**config.mk**
```make
export PLATFORM = sky130hd
export DESIGN_NAME = gcd_lcm_unit_top
export DESIGN_NICKNAME = d
export VERILOG_FILES = /design/src/rtl/gclu_pkg.sv /design/src/rtl/gclu_datapath.sv /design/src/rtl/gclu_ctrl.sv /design/src/rtl/gcd_lcm_unit_top.sv
export SDC_FILE = /design/constraint.sdc
export NUM_CORES = 1
export LEC_CHECK = 0
export BUFFER_PORTS_ARGS = -buffer_cell sky130_fd_sc_hd__buf_4
export CAP_MARGIN = 15
export CELL_PAD_IN_SITES_DETAIL_PLACEMENT = 0
export CELL_PAD_IN_SITES_GLOBAL_PLACEMENT = 1
export CORE_ASPECT_RATIO = 0.8
export CORE_MARGIN = 2
export CORE_UTILIZATION = 51
export CTS_CLUSTER_SIZE = 8
export DETAILED_ROUTE_END_ITERATION = 6
export GPL_TIMING_DRIVEN = 0
export PLACE_DENSITY = 0.92
export SYNTH_ARGS = -nofsm -noshare
export SYNTH_HDL_FRONTEND = slang
export SYNTH_SLANG_ARGS = --single-unit
```
**constraint.sdc**
```tcl
create_clock -name i_clk -period 7.35 [get_ports i_clk]
set_input_delay 1.1025 -clock i_clk [delete_from_list [all_inputs] [get_ports i_clk]]
set_output_delay 1.1025 -clock i_clk [all_outputs]
set_load 0.01 [all_outputs]
```
**src/rtl/gclu_pkg.sv**
```systemverilog
// ============================================================================
// gclu_pkg: shared types and constants for the divisor and multiple unit
// Holds the state encoding, the operation codes and the command and status
// bundles that pass between the controller and the datapath.
// ============================================================================
package gclu_pkg;

    localparam int FIELD_W  = 16;
    localparam int RESULT_W = 32;

    typedef enum logic {
        OP_GCD = 1'b0,
        OP_LCM = 1'b1
    } t_op;

    typedef enum logic [2:0] {
        S_IDLE,
        S_GCD,
        S_DIV,
        S_MUL,
        S_DONE
    } t_state;

    typedef struct packed {
        logic load;
        logic gcd_step;
        logic div_init;
        logic div_step;
        logic mul;
        logic store;
    } t_dp_cmd;

    typedef struct packed {
        logic gcd_done;
        logic div_last;
        t_op  op;
    } t_dp_status;

endpackage

```
**src/rtl/gclu_datapath.sv**
```systemverilog
// ============================================================================
// gclu_datapath: operand registers, binary divisor search, divider, multiplier
// Runs one binary GCD step per cycle; for a multiple, a restoring division of
// the first operand by the divisor, one quotient bit per cycle, and one multiply.
// ============================================================================
module gclu_datapath #(
    parameter int OPERAND_WIDTH = 16
) (
    input  logic                                i_clk,
    input  gclu_pkg::t_dp_cmd                   i_cmd,
    output gclu_pkg::t_dp_status                o_status,
    input  gclu_pkg::t_op                       i_op,
    input  logic [gclu_pkg::FIELD_W-1:0]        i_first_operand,
    input  logic [gclu_pkg::FIELD_W-1:0]        i_second_operand,
    output logic [gclu_pkg::RESULT_W-1:0]       o_result_value
);
    import gclu_pkg::*;

    localparam int W  = (OPERAND_WIDTH < FIELD_W) ? OPERAND_WIDTH : FIELD_W;
    localparam int KW = $clog2(W);

    t_op              r_op;
    logic [W-1:0]     r_a;
    logic [W-1:0]     r_b;
    logic [W-1:0]     r_u;
    logic [W-1:0]     r_v;
    logic [KW-1:0]    r_k;
    logic [W-1:0]     r_g;
    logic [W-1:0]     r_rem;
    logic [W-1:0]     r_quo;
    logic [KW-1:0]    r_cnt;
    logic [2*W-1:0]   r_prod;
    logic [RESULT_W-1:0] r_result;

    logic [W-1:0]     w_first;
    logic [W-1:0]     w_second;
    logic [W-1:0]     w_g;
    logic [W-1:0]     w_diff_uv;
    logic [W-1:0]     w_diff_vu;
    logic [W:0]       w_rem_shift;
    logic [W:0]       w_rem_sub;
    logic             w_fits;

    assign w_first     = i_first_operand[W-1:0];
    assign w_second    = i_second_operand[W-1:0];
    assign w_g         = r_u << r_k;
    assign w_diff_uv   = r_u - r_v;
    assign w_diff_vu   = r_v - r_u;
    assign w_rem_shift = {r_rem, r_quo[W-1]};
    assign w_rem_sub   = w_rem_shift - {1'b0, r_g};
    assign w_fits      = (w_rem_shift >= {1'b0, r_g});

    // Binary GCD: a zero operand is replaced by a divisor of one.
    always_ff @(posedge i_clk) begin
        if (i_cmd.load) begin
            r_op <= i_op;
            r_a  <= w_first;
            r_b  <= w_second;
            r_k  <= '0;
            if ((w_first == '0) || (w_second == '0)) begin
                r_u <= W'(1);
                r_v <= W'(1);
            end else begin
                r_u <= w_first;
                r_v <= w_second;
            end
        end else if (i_cmd.gcd_step) begin
            if (!r_u[0] && !r_v[0]) begin
                r_u <= r_u >> 1;
                r_v <= r_v >> 1;
                r_k <= r_k + KW'(1);
            end else if (!r_u[0]) begin
                r_u <= r_u >> 1;
            end else if (!r_v[0]) begin
                r_v <= r_v >> 1;
            end else if (r_u > r_v) begin
                r_u <= w_diff_uv >> 1;
            end else begin
                r_v <= w_diff_vu >> 1;
            end
        end
    end

    always_ff @(posedge i_clk) begin
        if (i_cmd.div_init) begin
            r_g   <= w_g;
            r_rem <= '0;
            r_quo <= r_a;
            r_cnt <= KW'(W - 1);
        end else if (i_cmd.div_step) begin
            r_rem <= w_fits ? w_rem_sub[W-1:0] : w_rem_shift[W-1:0];
            r_quo <= {r_quo[W-2:0], w_fits};
            r_cnt <= r_cnt - KW'(1);
        end
    end

    always_ff @(posedge i_clk) begin
        if (i_cmd.mul) begin
            r_prod <= r_quo * r_b;
        end
    end

    always_ff @(posedge i_clk) begin
        if (i_cmd.store) begin
            if (r_op == OP_GCD) begin
                r_result <= RESULT_W'(w_g);
            end else begin
                r_result <= RESULT_W'(r_prod);
            end
        end
    end

    assign o_status.gcd_done = (r_u == r_v);
    assign o_status.div_last = (r_cnt == '0);
    assign o_status.op       = r_op;
    assign o_result_value    = r_result;

endmodule

```
**src/rtl/gclu_ctrl.sv**
```systemverilog
// ============================================================================
// gclu_ctrl: sequencing state machine and output valid flag
// Accepts an item when idle, runs the divisor search and, for a multiple,
// the division and the multiply, and hands the result to the output register.
// ============================================================================
module gclu_ctrl (
    input  logic                  i_clk,
    input  logic                  i_rst_n,
    input  logic                  i_in_valid,
    output logic                  o_in_ready,
    output logic                  o_out_valid,
    input  logic                  i_out_ready,
    input  gclu_pkg::t_dp_status  i_status,
    output gclu_pkg::t_dp_cmd     o_cmd
);
    import gclu_pkg::*;

    t_state r_state;
    t_state n_state;
    logic   r_out_valid;
    logic   n_out_valid;
    logic   w_out_free;

    assign w_out_free = !r_out_valid || i_out_ready;

    always_ff @(posedge i_clk) begin
        if (!i_rst_n) begin
            r_state     <= S_IDLE;
            r_out_valid <= 1'b0;
        end else begin
            r_state     <= n_state;
            r_out_valid <= n_out_valid;
        end
    end

    always_comb begin
        n_state     = r_state;
        o_cmd       = '0;
        o_in_ready  = 1'b0;
        n_out_valid = r_out_valid && !i_out_ready;
        unique case (r_state)
            S_IDLE: begin
                o_in_ready = 1'b1;
                if (i_in_valid) begin
                    o_cmd.load = 1'b1;
                    n_state    = S_GCD;
                end
            end
            S_GCD: begin
                if (!i_status.gcd_done) begin
                    o_cmd.gcd_step = 1'b1;
                end else if (i_status.op == OP_GCD) begin
                    n_state = S_DONE;
                end else begin
                    o_cmd.div_init = 1'b1;
                    n_state        = S_DIV;
                end
            end
            S_DIV: begin
                o_cmd.div_step = 1'b1;
                if (i_status.div_last) begin
                    n_state = S_MUL;
                end
            end
            S_MUL: begin
                o_cmd.mul = 1'b1;
                n_state   = S_DONE;
            end
            S_DONE: begin
                if (w_out_free) begin
                    o_cmd.store = 1'b1;
                    n_out_valid = 1'b1;
                    n_state     = S_IDLE;
                end
            end
            default: begin
                n_state = S_IDLE;
            end
        endcase
    end

    assign o_out_valid = r_out_valid;

endmodule

```
**src/rtl/gcd_lcm_unit_top.sv**
```systemverilog
// ============================================================================
// gcd_lcm_unit_top: greatest common divisor and least common multiple
// Each item carries an operation and two unsigned operands and yields one
// result: the greatest common divisor (operation 0) or the least common
// multiple (operation 1). A zero operand gives a divisor of one and a
// multiple of zero. One item is in work at a time. After acceptance the
// divisor is found by binary GCD steps; a multiple then adds a restoring
// division of the first operand by the divisor and a multiply before the
// result is valid. The unit is ready for the next item in the cycle after
// the result is stored. The finished result sits in an output register, so
// the next item is taken while it waits to be collected.
// ============================================================================
module gcd_lcm_unit_top #(
    parameter int OPERAND_WIDTH = 16
) (
    input  logic                              i_clk,
    input  logic                              i_rst_n,
    input  logic                              i_s_axis_tvalid,
    output logic                              o_s_axis_tready,
    // [15:0] first_operand, [31:16] second_operand
    input  logic [2*gclu_pkg::FIELD_W-1:0]    i_s_axis_tdata,
    // [0] operation
    input  logic                              i_s_axis_tuser,
    output logic                              o_m_axis_tvalid,
    input  logic                              i_m_axis_tready,
    // [31:0] result_value
    output logic [gclu_pkg::RESULT_W-1:0]     o_m_axis_tdata
);
    import gclu_pkg::*;

    t_dp_cmd    w_cmd;
    t_dp_status w_status;
    t_op        w_op;

    assign w_op = t_op'(i_s_axis_tuser);

    gclu_ctrl u_ctrl (
        .i_clk       (i_clk),
        .i_rst_n     (i_rst_n),
        .i_in_valid  (i_s_axis_tvalid),
        .o_in_ready  (o_s_axis_tready),
        .o_out_valid (o_m_axis_tvalid),
        .i_out_ready (i_m_axis_tready),
        .i_status    (w_status),
        .o_cmd       (w_cmd)
    );

    gclu_datapath #(
        .OPERAND_WIDTH (OPERAND_WIDTH)
    ) u_datapath (
        .i_clk            (i_clk),
        .i_cmd            (w_cmd),
        .o_status         (w_status),
        .i_op             (w_op),
        .i_first_operand  (i_s_axis_tdata[FIELD_W-1:0]),
        .i_second_operand (i_s_axis_tdata[2*FIELD_W-1:FIELD_W]),
        .o_result_value   (o_m_axis_tdata)
    );

    a_busy_after_accept: assert property (@(posedge i_clk) disable iff (!i_rst_n)
        (i_s_axis_tvalid && o_s_axis_tready) |=> !o_s_axis_tready)
        else $error("item accepted while another is in work");

    a_no_overwrite: assert property (@(posedge i_clk) disable iff (!i_rst_n)
        w_cmd.store |-> (!o_m_axis_tvalid || i_m_axis_tready))
        else $error("pending result overwritten");

    a_store_shows: assert property (@(posedge i_clk) disable iff (!i_rst_n)
        w_cmd.store |=> (o_m_axis_tvalid && o_s_axis_tready))
        else $error("stored result not presented");

endmodule
```
==> results.md <==
- Die width: 220 µm
- Share of cells above drive strength 1: 0.0824
- Met3 Wirelength: 5360 µm
- Worst r2r path cells: 18
- Family with the most delay on the worst path: adder cells
- Async SR Flop Fraction: 0
- Worst-Margin Slew: 1.05 ns
- # placed instances: 2,530
- DRC: 0
- CP startpoint kind: flip-flop
- Critical path type: flip-flop to flip-flop
- Die Height: 177 µm
- Initial Util: 0.515
- # nets final: 2,450
- Area growth from synthesis to layout: 9.16%
- Run status: completed
- Hold worst-path end: u_datapath.r_rem[7]$_SDFFE_PP0P_
- R2r endpoint: u_datapath.r_prod[30]$_DFFE_PP_
- Filler cells: 3,217
- Crit end category: flip-flop
- Post-synth top area cell: edfxtp_1
- Hold path start: u_datapath.r_rem[7]$_SDFFE_PP0P_
- CTS Buf Count: 17
- Vias in the first global route: 14,500
- GPL Wtd Cong: 0.937
- # Max-Cap Violations: 0
- Row cnt: 63
- RR Startpoint: u_datapath.r_b[2]$_DFFE_PP_
- Final non-filler cell total: 2,562
- TritonCTS clock tree: done
- First-pass DRT Iterations: 5
- Port Buffers: 70
- Total power: 6040 µW
- DR vias: 14,800
- Starting DRT DRC Count: 1,513
- Highest clock rate: 139 MHz
- M1 wire length: 23,100 µm
- Final setup violation count: 0
- CP max stage delay: 0.63 ns
- CTS Sinks: 189
- Post-synth EDFFs: 161
- Critical path buffer and inverter count: 4
- Warnings, synthesis: 0
- H-tree levels: 4
- Leakage: 0.00933 µW
- Uppermost layer routed: met4
- Reg area: 5400 µm²
- Wire per inst: 19.7 µm
- Placement Setup Slack: -0.141 ns
- Hold crit path type: flip-flop to flip-flop
- Metal2 WL: 21,100 µm
- Worst-skew pair later-pin latency: 0.46 ns
- Final setup margin: 0.163 ns
- Seq/Total Area, Yosys: 0.283
- Instance count of the mapped netlist: 1,971
- Pin count of the biggest net entering global routing: 43
- Worst-path maximum fanout: 10
- Hold path cells: 2
- CTS Root Cell: clkbuf_16
- Number of I/O pins: 71
- Tmin final: 7.19 ns
- Most used cell, CP: fa_1
- Initial antenna violation count: 2
- Worst VDD drop: 0.277 mV
- Tcrit/Tclk final: 0.978
- Worst Path Required: 7.52 ns
- Pwr/cell area: 291 nW/µm²
- Global-route wire length before repair: 80,000 µm
- Post-DP HPWL: 40,700 µm
- Ordered cell list for the critical path: clkbuf_1 -> nand2_1 -> fa_1 -> fa_1 -> fa_1 -> inv_1 -> fa_1 -> fa_1 -> inv_1 -> fa_1 -> inv_1 -> ha_1 -> a21o_1 -> o21bai_1 -> a221oi_1 -> or2_2 -> a41oi_1 -> o311ai_2
- Worst slew margin: 0.299
- ANT nets after route: 0
- Seq cells post-synth: 189
- Die ar.: 38,900 µm²
- Slowest cell on crit path: o311ai_2
- Final Hold Slack: 0.478 ns
- Clock transition at path regs: 0.08 ns
- Area of the multi-input gates: 12,200 µm²
- Grt total ovfl: 0
- Pins Over Slew Limit: 0
- Reg2reg setup slack: 0.16 ns
- Total Routing Usage GR: 0.271
- Synth cell types: 74
- Antenna cells: 0
- Core area: 37,000 µm²
- RSZ-0062 raised after global routing: no
- Final Hold Viols: 0
- CTS Buffer Depth: 2
- TNS Setup: 0 ns
- Mapped Area: 19,000 µm²
- Routed WL: 50,400 µm
- Synth Flop Type: edfxtp_1
- Largest cells by area after synthesis: edfxtp_1 (25%), fa_1 (21%), ha_1 (10%)
- Clock skew: 0.0109 ns
- Top-area cell type share of the netlist area: 0.254
- Arrival @ worst endpoint: 7.36 ns
- Syn_area_per_cell: 9.66 µm²
- Post-DR vias/cell: 5.79
- Total nets after synthesis: 2,359
- Setup bufs post-CTS: 0
layer usage:
layer,track usage,up-vias
li1,-,6740
met1,0.413,7327
met2,0.386,690
met3,0.0667,74
met4,0.0660,0
met5,0,-
layout make-up:
cell class / count / share of cell area
Timing Repair Buffer: 72 / 0.0264
Inverter: 305 / 0.0551
Sequential cell: 189 / 0.259
Tap cell: 487 / 0.0293
Clock buffer: 17 / 0.0205
Buffer: 84 / 0.0175
Multi-Input combinational cell: 1393 / 0.586
Clock inverter: 15 / 0.00632
worst max-delay path by stage:
stage	depth (start not counted)	end	slack, ns	start
5_1_grt	20	u_datapath.r_prod[30]$_DFFE_PP_	0.03	u_datapath.r_b[8]$_DFFE_PP_
3_5_place_dp	18	u_datapath.r_prod[30]$_DFFE_PP_	-0.14	u_datapath.r_quo[12]$_DFFE_PP_
4_1_cts	18	u_datapath.r_prod[30]$_DFFE_PP_	0.07	u_datapath.r_quo[12]$_DFFE_PP_
3_3_place_gp	18	u_datapath.r_prod[30]$_DFFE_PP_	-0.52	u_datapath.r_quo[12]$_DFFE_PP_
2_1_floorplan	19	u_datapath.r_prod[31]$_DFFE_PP_	1.52	u_datapath.r_b[1]$_DFFE_PP_
6_report	18	u_datapath.r_prod[30]$_DFFE_PP_	0.16	u_datapath.r_b[2]$_DFFE_PP_
power by group:
group	leakage [µW]	internal, µW	switching [µW]
registers	0.00172	1380	87.7
logic	0.00734	1410	2250
clock network	0.000268	446	466
what timing repair did:
action / 4_1_cts / 5_1_grt
hold buffers: 0 / 0
resized for setup: 1 / 14
endpoints found under the setup margin: 1 / 3
worst min-delay path: stages (launching register included):
cell and delay [ns]:
dfxtp_1 0.33, nand2_1 0.06, o21ai_1 0.05
cell families (layout without fill, tap and decap cells):
family,after synthesis,count (layout),synth area share
muxes,51,51,0.0316
xor gates and xnor gates,62,62,0.0285
buffers and inverters,389,493,0.0787
DFF,189,189,0.283
adders and majority gates,351,351,0.308
AOI/OAI and AO/OA,341,341,0.118
and+or+nand+nor,588,588,0.152
synth_stat cells (all sizes together), types with 13 or more instances:
library cell	instances
inv	304
o21ai	68
mux2i	32
nand2	242
buf	20
nor2b	16
nor3	18
xor2	19
o21bai	14
ha	154
mux2	13
nor2	68
a21oi	112
a211oi	14
fa	197
clkbuf	64
xnor2	43
and2	156
o21a	16
dfxtp	28
nand3	23
a21o	30
nand4	16
edfxtp	161
sequential cells by signal (all words and copies together), names as in the netlist:
name / count
u_datapath.o_result_value: 32
u_datapath.r_prod: 32
u_datapath.r_a: 16
u_datapath.r_b: 16
u_datapath.r_g: 16
u_datapath.r_quo: 16
u_datapath.r_rem: 16
u_datapath.r_u: 16
u_datapath.r_v: 16
u_datapath.r_cnt: 4
u_datapath.r_k: 4
u_ctrl.r_state: 3
u_ctrl.o_out_valid: 1
u_datapath.r_op: 1
cell usage in the layout (no fill, tap or decap), types with 11 or more instances in the layout:
cell / netlist / routed
fa_1: 197 / 197
xnor2_1: 43 / 43
mux2i_1: 32 / 32
nor2b_1: 16 / 16
buf_2: 14 / 14
o21a_1: 16 / 16
nand2b_1: 12 / 12
a21o_1: 30 / 30
nor3_1: 18 / 18
nand3_1: 22 / 22
nand2_1: 242 / 242
xor2_1: 19 / 19
clkbuf_16: 0 / 17
buf_4: 1 / 72
mux2_2: 13 / 13
and2_1: 156 / 155
nor4_1: 11 / 11
edfxtp_1: 161 / 161
o21ai_0: 64 / 64
dfxtp_1: 28 / 28
clkbuf_1: 63 / 55
inv_1: 304 / 304
ha_1: 154 / 154
nor2_1: 67 / 66
a21oi_1: 111 / 111
a211oi_1: 12 / 12
nand4_1: 16 / 16
o21bai_1: 14 / 14
through the flow:
step                      instance area [µm²]  utilization
after global routing                    20800        0.562
after global placement                  20200        0.546
after CTS                               20800        0.562
final                                   20800        0.562
after floorplan                         19000            -
after detailed placement                20200        0.547
Power figures use the tool's default switching activity.
